### src/rtl/core/tpid_pkg.sv
// Shared types and constants for the three-axis PID unit.
`timescale 1ns / 1ps

package tpid_pkg;

  localparam int AXES    = 3;
  localparam int DATA_W  = 32;
  localparam int GAIN_W  = 20;
  localparam int CFG_W   = 3 * GAIN_W;
  localparam int CFG_IDX_W = 2;

  localparam int WINDOW_DEPTH_DEF  = 5;
  localparam int FRACTION_BITS_DEF = 16;

  localparam logic [CFG_IDX_W-1:0] REG_GAINS_X   = 2'd0;
  localparam logic [CFG_IDX_W-1:0] REG_GAINS_Y   = 2'd1;
  localparam logic [CFG_IDX_W-1:0] REG_GAINS_ROT = 2'd2;

  localparam logic [CFG_W-1:0] GAINS_X_RESET   = 60'd21617498800525148;
  localparam logic [CFG_W-1:0] GAINS_Y_RESET   = 60'd7206199345811292;
  localparam logic [CFG_W-1:0] GAINS_ROT_RESET = 60'd5044559382840607;

  localparam logic OP_SAMPLE = 1'b0;
  localparam logic OP_CLEAR  = 1'b1;

  // step strobes from the sequencer, shared by all lanes
  typedef struct packed {
    logic load;
    logic clear;
    logic mean;
    logic prop;
    logic integ;
    logic deriv;
  } lane_ctrl_t;

  function automatic logic signed [DATA_W-1:0] sat_data(input logic signed [63:0] v);
    logic signed [63:0] hi;
    logic signed [63:0] lo;
    hi = 64'sd2147483647;
    lo = -64'sd2147483648;
    if (v > hi) begin
      sat_data = 32'h7fff_ffff;
    end else if (v < lo) begin
      sat_data = 32'h8000_0000;
    end else begin
      sat_data = v[DATA_W-1:0];
    end
  endfunction

endpackage

### src/rtl/core/tpid_lane.sv
// One axis lane: moving-average window and PID terms through one shared multiplier.
`timescale 1ns / 1ps

module tpid_lane #(
  parameter int WINDOW_DEPTH  = tpid_pkg::WINDOW_DEPTH_DEF,
  parameter int FRACTION_BITS = tpid_pkg::FRACTION_BITS_DEF
) (
  input  logic                                clk,
  input  logic                                rst,
  input  tpid_pkg::lane_ctrl_t                ctrl,
  input  logic [$clog2(WINDOW_DEPTH)-1:0]     slot,
  input  logic signed [tpid_pkg::DATA_W-1:0]  err,
  input  logic [tpid_pkg::CFG_W-1:0]          gains,
  output logic signed [tpid_pkg::DATA_W-1:0]  corr
);

  localparam int DW       = tpid_pkg::DATA_W;
  localparam int GW       = tpid_pkg::GAIN_W;
  localparam int A_W      = DW + $clog2(WINDOW_DEPTH);
  localparam int B_W      = (FRACTION_BITS > GW) ? FRACTION_BITS : GW;
  localparam int P_W      = A_W + B_W;
  localparam int SH_W     = P_W - FRACTION_BITS;
  localparam int TOT_W    = SH_W + 2;
  localparam int RECIP_INT = (1 << FRACTION_BITS) / WINDOW_DEPTH;

  logic signed [DW-1:0]    window [WINDOW_DEPTH];
  logic signed [A_W-1:0]   sum_q;
  logic signed [DW-1:0]    acc_q;
  logic signed [DW-1:0]    prev_q;
  logic signed [DW-1:0]    err_q;
  logic signed [DW-1:0]    mean_q;
  logic signed [DW:0]      diff_q;
  logic signed [TOT_W-1:0] total_q;

  logic signed [A_W-1:0]   op_a;
  logic signed [B_W-1:0]   op_b;
  logic signed [P_W-1:0]   prod;
  logic signed [SH_W-1:0]  prod_sh;
  logic signed [TOT_W-1:0] total_next;

  always_comb begin
    op_a = sum_q;
    op_b = B_W'(RECIP_INT);
    if (ctrl.prop) begin
      op_a = A_W'(mean_q);
      op_b = B_W'($signed(gains[GW-1:0]));
    end else if (ctrl.integ) begin
      op_a = A_W'(acc_q);
      op_b = B_W'($signed(gains[2*GW-1:GW]));
    end else if (ctrl.deriv) begin
      op_a = A_W'(diff_q);
      op_b = B_W'($signed(gains[3*GW-1:2*GW]));
    end
  end

  assign prod       = op_a * op_b;
  assign prod_sh    = prod[P_W-1:FRACTION_BITS];
  assign total_next = total_q + TOT_W'(prod_sh);
  assign corr       = tpid_pkg::sat_data(64'(total_q));

  always_ff @(posedge clk) begin
    if (rst) begin
      for (int i = 0; i < WINDOW_DEPTH; i++) begin
        window[i] <= '0;
      end
      sum_q  <= '0;
      acc_q  <= '0;
      prev_q <= '0;
    end else begin
      if (ctrl.load) begin
        window[slot] <= err;
        sum_q        <= sum_q - A_W'(window[slot]) + A_W'(err);
      end
      if (ctrl.clear) begin
        acc_q  <= '0;
        prev_q <= '0;
      end
      if (ctrl.prop) begin
        prev_q <= mean_q;
      end
      if (ctrl.integ) begin
        acc_q <= tpid_pkg::sat_data(64'(acc_q) + 64'(err_q));
      end
    end
  end

  always_ff @(posedge clk) begin
    if (ctrl.load) begin
      err_q <= err;
    end
    if (ctrl.mean) begin
      mean_q <= tpid_pkg::sat_data(64'(prod_sh));
    end
    if (ctrl.prop) begin
      diff_q  <= (DW+1)'(mean_q) - (DW+1)'(prev_q);
      total_q <= TOT_W'(prod_sh);
    end
    if (ctrl.integ || ctrl.deriv) begin
      total_q <= total_next;
    end
  end

endmodule

### config.mk
export PLATFORM = sky130hd
export DESIGN_NAME = tpid_lane
export DESIGN_NICKNAME = d
export VERILOG_FILES = /design/src/rtl/core/tpid_pkg.sv /design/src/rtl/core/tpid_lane.sv
export SDC_FILE = /design/constraint.sdc
export NUM_CORES = 2
export LEC_CHECK = 0
export BUFFER_PORTS_ARGS = -buffer_cell sky130_fd_sc_hd__buf_2
export CORE_MARGIN = 5
export CORE_UTILIZATION = 65
export DETAILED_ROUTE_END_ITERATION = 10
export HOLD_SLACK_MARGIN = 0.03
export PLACE_DENSITY = 0.85
export SETUP_SLACK_MARGIN = 0.2
export SLEW_MARGIN = 20
export SYNTH_ARGS = -nofsm -noshare
export SYNTH_HDL_FRONTEND = slang
export SYNTH_SLANG_ARGS = --single-unit
### constraint.sdc
create_clock -name clk -period 16.4 [get_ports clk]
set_input_delay 3.28 -clock clk [delete_from_list [all_inputs] [get_ports clk]]
set_output_delay 3.28 -clock clk [all_outputs]
set_load 0.02 [all_outputs]
# After elaboration in Yosys (flattened, before gate mapping)
# Memory sizes are Yosys's and may differ from the RTL's.
# Cells that the tools add are included.
[totals]
reg_bits = 237
out_inout_bits = 32
ram_bits = 160
romBits = 0
mem_count = 1
latch_bits = 0
input_bits = 103
word_cells = 49
[mem_list]
columns = ["memory", "words", "word_bits", "read_ports", "rd_clocked_by_memory_dff", "write_ports", "line_no", "text"]
rows = [
  ["window", 5, 32, 1, 0, 5, "tpid_lane.sv:26", "logic signed [DW-1:0] window [WINDOW_DEPTH];"],
]
[classes]
div_mod_pow = 0
eq_ne = 0
bitwise_logic = 0
addsub = 5
reduce_logical = 5
n_mul = 1
magnitude_cmp = 6
n_mux = 24
shift = 0
[op_table]
columns = ["op", "count"]
rows = [
  ["2-to-1 mux 32 bit", 9],
  ["2-to-1 mux 35 bit", 3],
  ["2-to-1 mux 41 bit", 2],
  ["2-to-1 mux 20 bit", 3],
  ["multiplier 35 x 20 -> 55 bit", 1],
  ["adder 41 x 39 -> 41 bit", 1],
  ["> comparator 41 x 32 -> 1 bit, second input constant", 1],
  ["less-than comparator 41 x 32 -> 1 bit, second input constant", 1],
  ["> comparator 39 x 32 -> 1 bit, second input constant", 1],
  ["less-than comparator 39 x 32 -> 1 bit, second input constant", 1],
  ["adder 35 x 32 -> 35 bit", 1],
  ["subtractor 35 x 32 -> 35 bit", 1],
  ["adder 32 x 32 -> 33 bit", 1],
  ["> comparator 33 x 32 -> 1 bit, second input constant", 1],
  ["less-than comparator 33 x 32 -> 1 bit, second input constant", 1],
  ["subtractor 32 x 32 -> 33 bit", 1],
  ["OR reduction 32 bit", 1],
  ["2-to-1 mux 1 bit", 6],
  ["nonzero test 2 bit", 3],
  ["2-to-1 mux 3 bit", 1],
  ["logical OR 1 bit", 1],
]

# Logic depth before layout (Yosys ltp)
[logic_depth]
ltp_word = 6
depth_mapped = 49
ltp_nobuf = 45

# Worst setup path before layout
# Ideal clock, no wire load.
[synth_timing]
kind = "in2reg"
start = "in ctrl[0] (netlist name)"
end = "reg total_q[40] (data pin)"
cell_stages = 42
path_slack_ns = 2.691
arrival_time_ns = 13.435
n_path_buf = 3
required_time_ns = 16.126
setup_ns = 0.274
cell_sequence = "buf_6 > clkbuf_1 > clkbuf_1 > nand2_1 > o211a_1 > o31ai_1 > nand2_1 > fa_1 > fa_1 > inv_1 > fa_1 > inv_1 > fa_1 > inv_1 > fa_1 > fa_1 > inv_1 > fa_1 > [... 6 more ...] > nor2_1 > xnor2_1 > inv_1 > ha_1 > fa_1 > a21o_1 > a21oi_1 > o21ai_0 > a2111oi_0 > o21ai_0 > a21oi_1 > o21ai_0 > a221oi_1 > a31oi_1 > a221oi_1 > xor2_1 > nor2_1 > xnor2_1"
[synth_between]
elab_chain_len = 6
elab_cells_between_ends = 11
classes_between = "1 x add/sub; 1 x mul; 8 x mux; 1 x reduce/logical"
[synth_lines]
columns = ["element", "line_no", "text"]
rows = [
  ["start: declaration", "tpid_lane.sv:10", "input tpid_pkg::lane_ctrl_t ctrl,"],
  ["2-to-1 mux 35 bit or 2-to-1 mux 20 bit (tied branches)", "tpid_lane.sv:50", "end else if (ctrl.deriv) begin"],
  ["2-to-1 mux 35 bit or 2-to-1 mux 20 bit (tied branches)", "tpid_lane.sv:47", "end else if (ctrl.integ) begin"],
  ["2-to-1 mux 35 bit or 2-to-1 mux 20 bit (tied branches)", "tpid_lane.sv:44", "if (ctrl.prop) begin"],
  ["multiplier 35 x 20 -> 55 bit", "tpid_lane.sv:56", "assign prod = op_a * op_b;"],
  ["adder 41 x 39 -> 41 bit or 2-to-1 mux 41 bit (tied branches)", "tpid_lane.sv:58, tpid_lane.sv:94", ""],
  ["2-to-1 mux 41 bit *", "tpid_lane.sv:98", "if (ctrl.integ || ctrl.deriv) begin"],
  ["end signal: assignment", "tpid_lane.sv:96", "total_q <= TOT_W'(prod_sh);"],
  ["end signal: assignment", "tpid_lane.sv:99", "total_q <= total_next;"],
  ["end: declaration", "tpid_lane.sv:33", "logic signed [TOT_W-1:0] total_q;"],
]
# Mark *: on every way between the ends. The rest lies on a longest branch, timed or not. The select of a mux whose other input is x is not followed.
# A chain may end at the register's enable or synchronous reset.

# Worst setup path in the final report
[layout_timing]
start = "in ctrl[1] (netlist name)"
end = "reg total_q[40] (data pin)"
[layout_between]
elab_chain_len = 5
elab_cells_between_ends = 9
classes_between = "1 x add/sub; 1 x mul; 6 x mux; 1 x reduce/logical"
[layout_lines]
columns = ["element", "line_no"]
rows = [
  ["2-to-1 mux 35 bit or 2-to-1 mux 20 bit (tied branches)", "tpid_lane.sv:47"],
  ["2-to-1 mux 35 bit or 2-to-1 mux 20 bit (tied branches)", "tpid_lane.sv:44"],
  ["multiplier 35 x 20 -> 55 bit", "tpid_lane.sv:56"],
  ["adder 41 x 39 -> 41 bit or 2-to-1 mux 41 bit (tied branches)", "tpid_lane.sv:58, tpid_lane.sv:94"],
  ["2-to-1 mux 41 bit *", "tpid_lane.sv:98"],
]
# Marks and branches as above.

==> flow_metrics.env <==
export IMPL_grt_pass1_wl_um=239000
export IMPL_dr_pass1_iters=9
export IMPL_area_growth_pct=6.74
export IMPL_post_cts_resized=0
export IMPL_root_buffer="clkbuf_16"
export IMPL_synth_most_common_cell="inv_1"
export IMPL_routed_via_density=6.30
export IMPL_die_y_um=291
export IMPL_worstReg2RegStart="sum_q[7]"
export IMPL_slowest_delay_ps=640
export IMPL_async_flop_share_pct=0
export IMPL_synth_compound_area_share_pct=12.7
export IMPL_yosysTopAreaCell="fa_1"
export IMPL_final_period_utilization_pct=91.7
export IMPL_cts_buffer_depth=3
export IMPL_max_freq_mhz=66.5
export IMPL_end_kind="flip-flop"
export IMPL_wirelength_um=155000
export IMPL_hold_slack_ps=455
export IMPL_route_detailed_drc=0
export IMPL_criticalPathCategory="input port to flip-flop"
export IMPL_rsz0062_at_grt="no"
export IMPL_wire_per_inst_um=23.6
export IMPL_setup_worst_path_start="ctrl[1]"
export IMPL_dp_hpwl_um=117000
export IMPL_numCtsBuffers=48
export IMPL_vias=41255
export IMPL_core_area_sq_mm=0.0787
export IMPL_outcome="finished clean"
export IMPL_cp_max_fo=9
export IMPL_antenna_found_initial=9
export IMPL_relSlewSlack_pct=17.0
export IMPL_ys_types=73
export IMPL_muxShareOfSynthArea_pct=0.511
export IMPL_clkSinkCount=493
export IMPL_worst_pin_slew_ps=1240
export IMPL_track_usage_pct=36.1
export IMPL_worst_slack_ps=1360
export IMPL_synthFlopType="edfxtp_1"
export IMPL_gr_total_overflow=0
export IMPL_synthSimpleGateAreaFrac_pct=12.4
export IMPL_yosys_top_cells_count="1049 x inv_1, 726 x fa_1, 594 x nand2_1"
export IMPL_h_tree_depth=2
export IMPL_slew_violations=0
export IMPL_yosys_top_cells_area="fa_1 28%, edfxtp_1 23%, inv_1 7.7%, ha_1 6.7%, nand2_1 4.3%"
export IMPL_fp_dieW_um=291
export IMPL_drt_iter0_drc=4629
export IMPL_min_period_ps=15040
export IMPL_finalSetupTns_ps=0
export IMPL_finClkSkew_ps=36.5
export IMPL_setup_viol=0
export IMPL_cap_violations=0
export IMPL_dp_slack_ps=1110
export IMPL_gp_congestion=1.04
export IMPL_startpoint_type="input port"
export IMPL_syn_area_sq_mm=0.0514
export IMPL_ios=135
export IMPL_die_area_sq_mm=0.0848
export IMPL_io_buffers=134
export IMPL_avgSynthCellArea_sq_um=9.47
export IMPL_critical_path_slowest_cell="a2111oi_0"
export IMPL_postCtsSetupRepairBufs=0
export IMPL_synth_edf_count=394
export IMPL_hold_path_class="flip-flop to flip-flop"
export IMPL_rows=103
export IMPL_final_hold_violation_count=0
export IMPL_clk_latency_ps=620
export IMPL_worstHoldStart="prev_q[23]"
export IMPL_worstPathRequired_ps=16750
export IMPL_grt_max_degree=96
export IMPL_holdBufCountCts=0
export IMPL_synth_seq_cells=493
export IMPL_cts_tree="built"
export IMPL_cp_data_arrival_time_ps=15390
export IMPL_yosys_warnings=0
export IMPL_cp_common_cell="fa_1"
export IMPL_synth_adder_area_share_pct=35.0
export IMPL_start_util_pct=65.2
export IMPL_layout_nets=6557
export IMPL_ant_nets=0
export IMPL_clk_pin_slew_ps=60
export IMPL_drive_gt1_share_pct=6.61
export IMPL_yosysSeqAreaShare_pct=26.9
export IMPL_netlist_area_leader_share_pct=28.3
export IMPL_synth_xor_area_share_pct=2.88
export IMPL_grt_pass1_vias=43291
export IMPL_synthCells=5425
export IMPL_synth_top_family_by_area="adder cells"
export IMPL_synth_nets=6529
==> stage by stage <==
| step | area, sq um | instances | util (%) |
|---|---|---|---|
| after detailed placement | 53300 | 6452 | 67.7 |
| final | 54800 | 6547 | 69.6 |
| after global placement | 53300 | 6452 | 67.7 |
| after CTS | 54800 | 6541 | 69.6 |
| after floorplan | 51400 | 5425 | - |
| after global routing | 54800 | 6542 | 69.6 |
==> critical path: cells and delay by family <==
kind / cells / cell delay [ps]
AO/OA/AOI/OAI: 16 / 4840
XOR/XNOR: 3 / 730
adder cells (fa/ha/maj): 9 / 4390
buffers and inverters: 8 / 1070
AND/OR/NAND/NOR: 6 / 1060
==> sequential cells by signal, summed over array words and instances, names as in the netlist <==
| signal | flops |
|---|---|
| sum_q | 35 |
| prev_q | 32 |
| total_q | 41 |
| err_q | 32 |
| diff_q | 33 |
| acc_q | 32 |
| window | 256 |
| mean_q | 32 |
==> area by class of cell <==
| type | count | area [sq um] |
|---|---|---|
| Multi-Input combinational cell | 3625 | 32800 |
| Fill cell | 5702 | 23900 |
| Sequential cell | 493 | 13800 |
| Inverter | 1049 | 3940 |
| Timing Repair Buffer | 236 | 1450 |
| Tap cell | 1050 | 1310 |
| Clock buffer | 68 | 1310 |
| Clock inverter | 21 | 176 |
| Antenna cell | 5 | 12.5 |
==> per-layer routing <==
metal | vias up | track usage [%] | share of wire, %
met3 | 825 | 9.77 | 13
met1 | 19932 | 43.4 | 33
met4 | 6 | 21.6 | 7.7
met2 | 2834 | 58.8 | 46
met5 | - | 0 | 0.028
li1 | 17658 | - | -
==> path summary, 6_finish.rpt <==
path	end	slack (ps)	cells after the start
worst max register to register	total_q[40]	4580	40
worst min-delay path	prev_q[23]	460	2
worst max-delay path	total_q[40]	1360	42
worst min register to register	prev_q[23]	460	2
==> cells by family after synthesis <==
logic type,after synthesis
AND/OR/NAND/NOR,1459
buffers and inverters,1307
adder cells (fa/ha/maj),1001
AO/OA/AOI/OAI,970
flip-flops,493
XOR/XNOR,169
multiplexers,26
==> layout by cell type (no fill, tap or decap), drive strengths merged, types with 30 or more instances in the layout <==
cell,instances
a21o,108
a21oi,239
a221o,30
a22oi,142
and2,51
buf,236
clkbuf,68
dfxtp,99
edfxtp,394
fa,726
ha,275
inv,1050
nand2,594
nand4,53
nor2,449
nor2b,42
nor3,146
o21a,67
o21ai,159
o31a,32
o31ai,35
xnor2,117
xor2,52
Power is left out: the tool's default activity adds up to more than one toggle a clock period on the data nets, which glitch-free logic cannot reach.
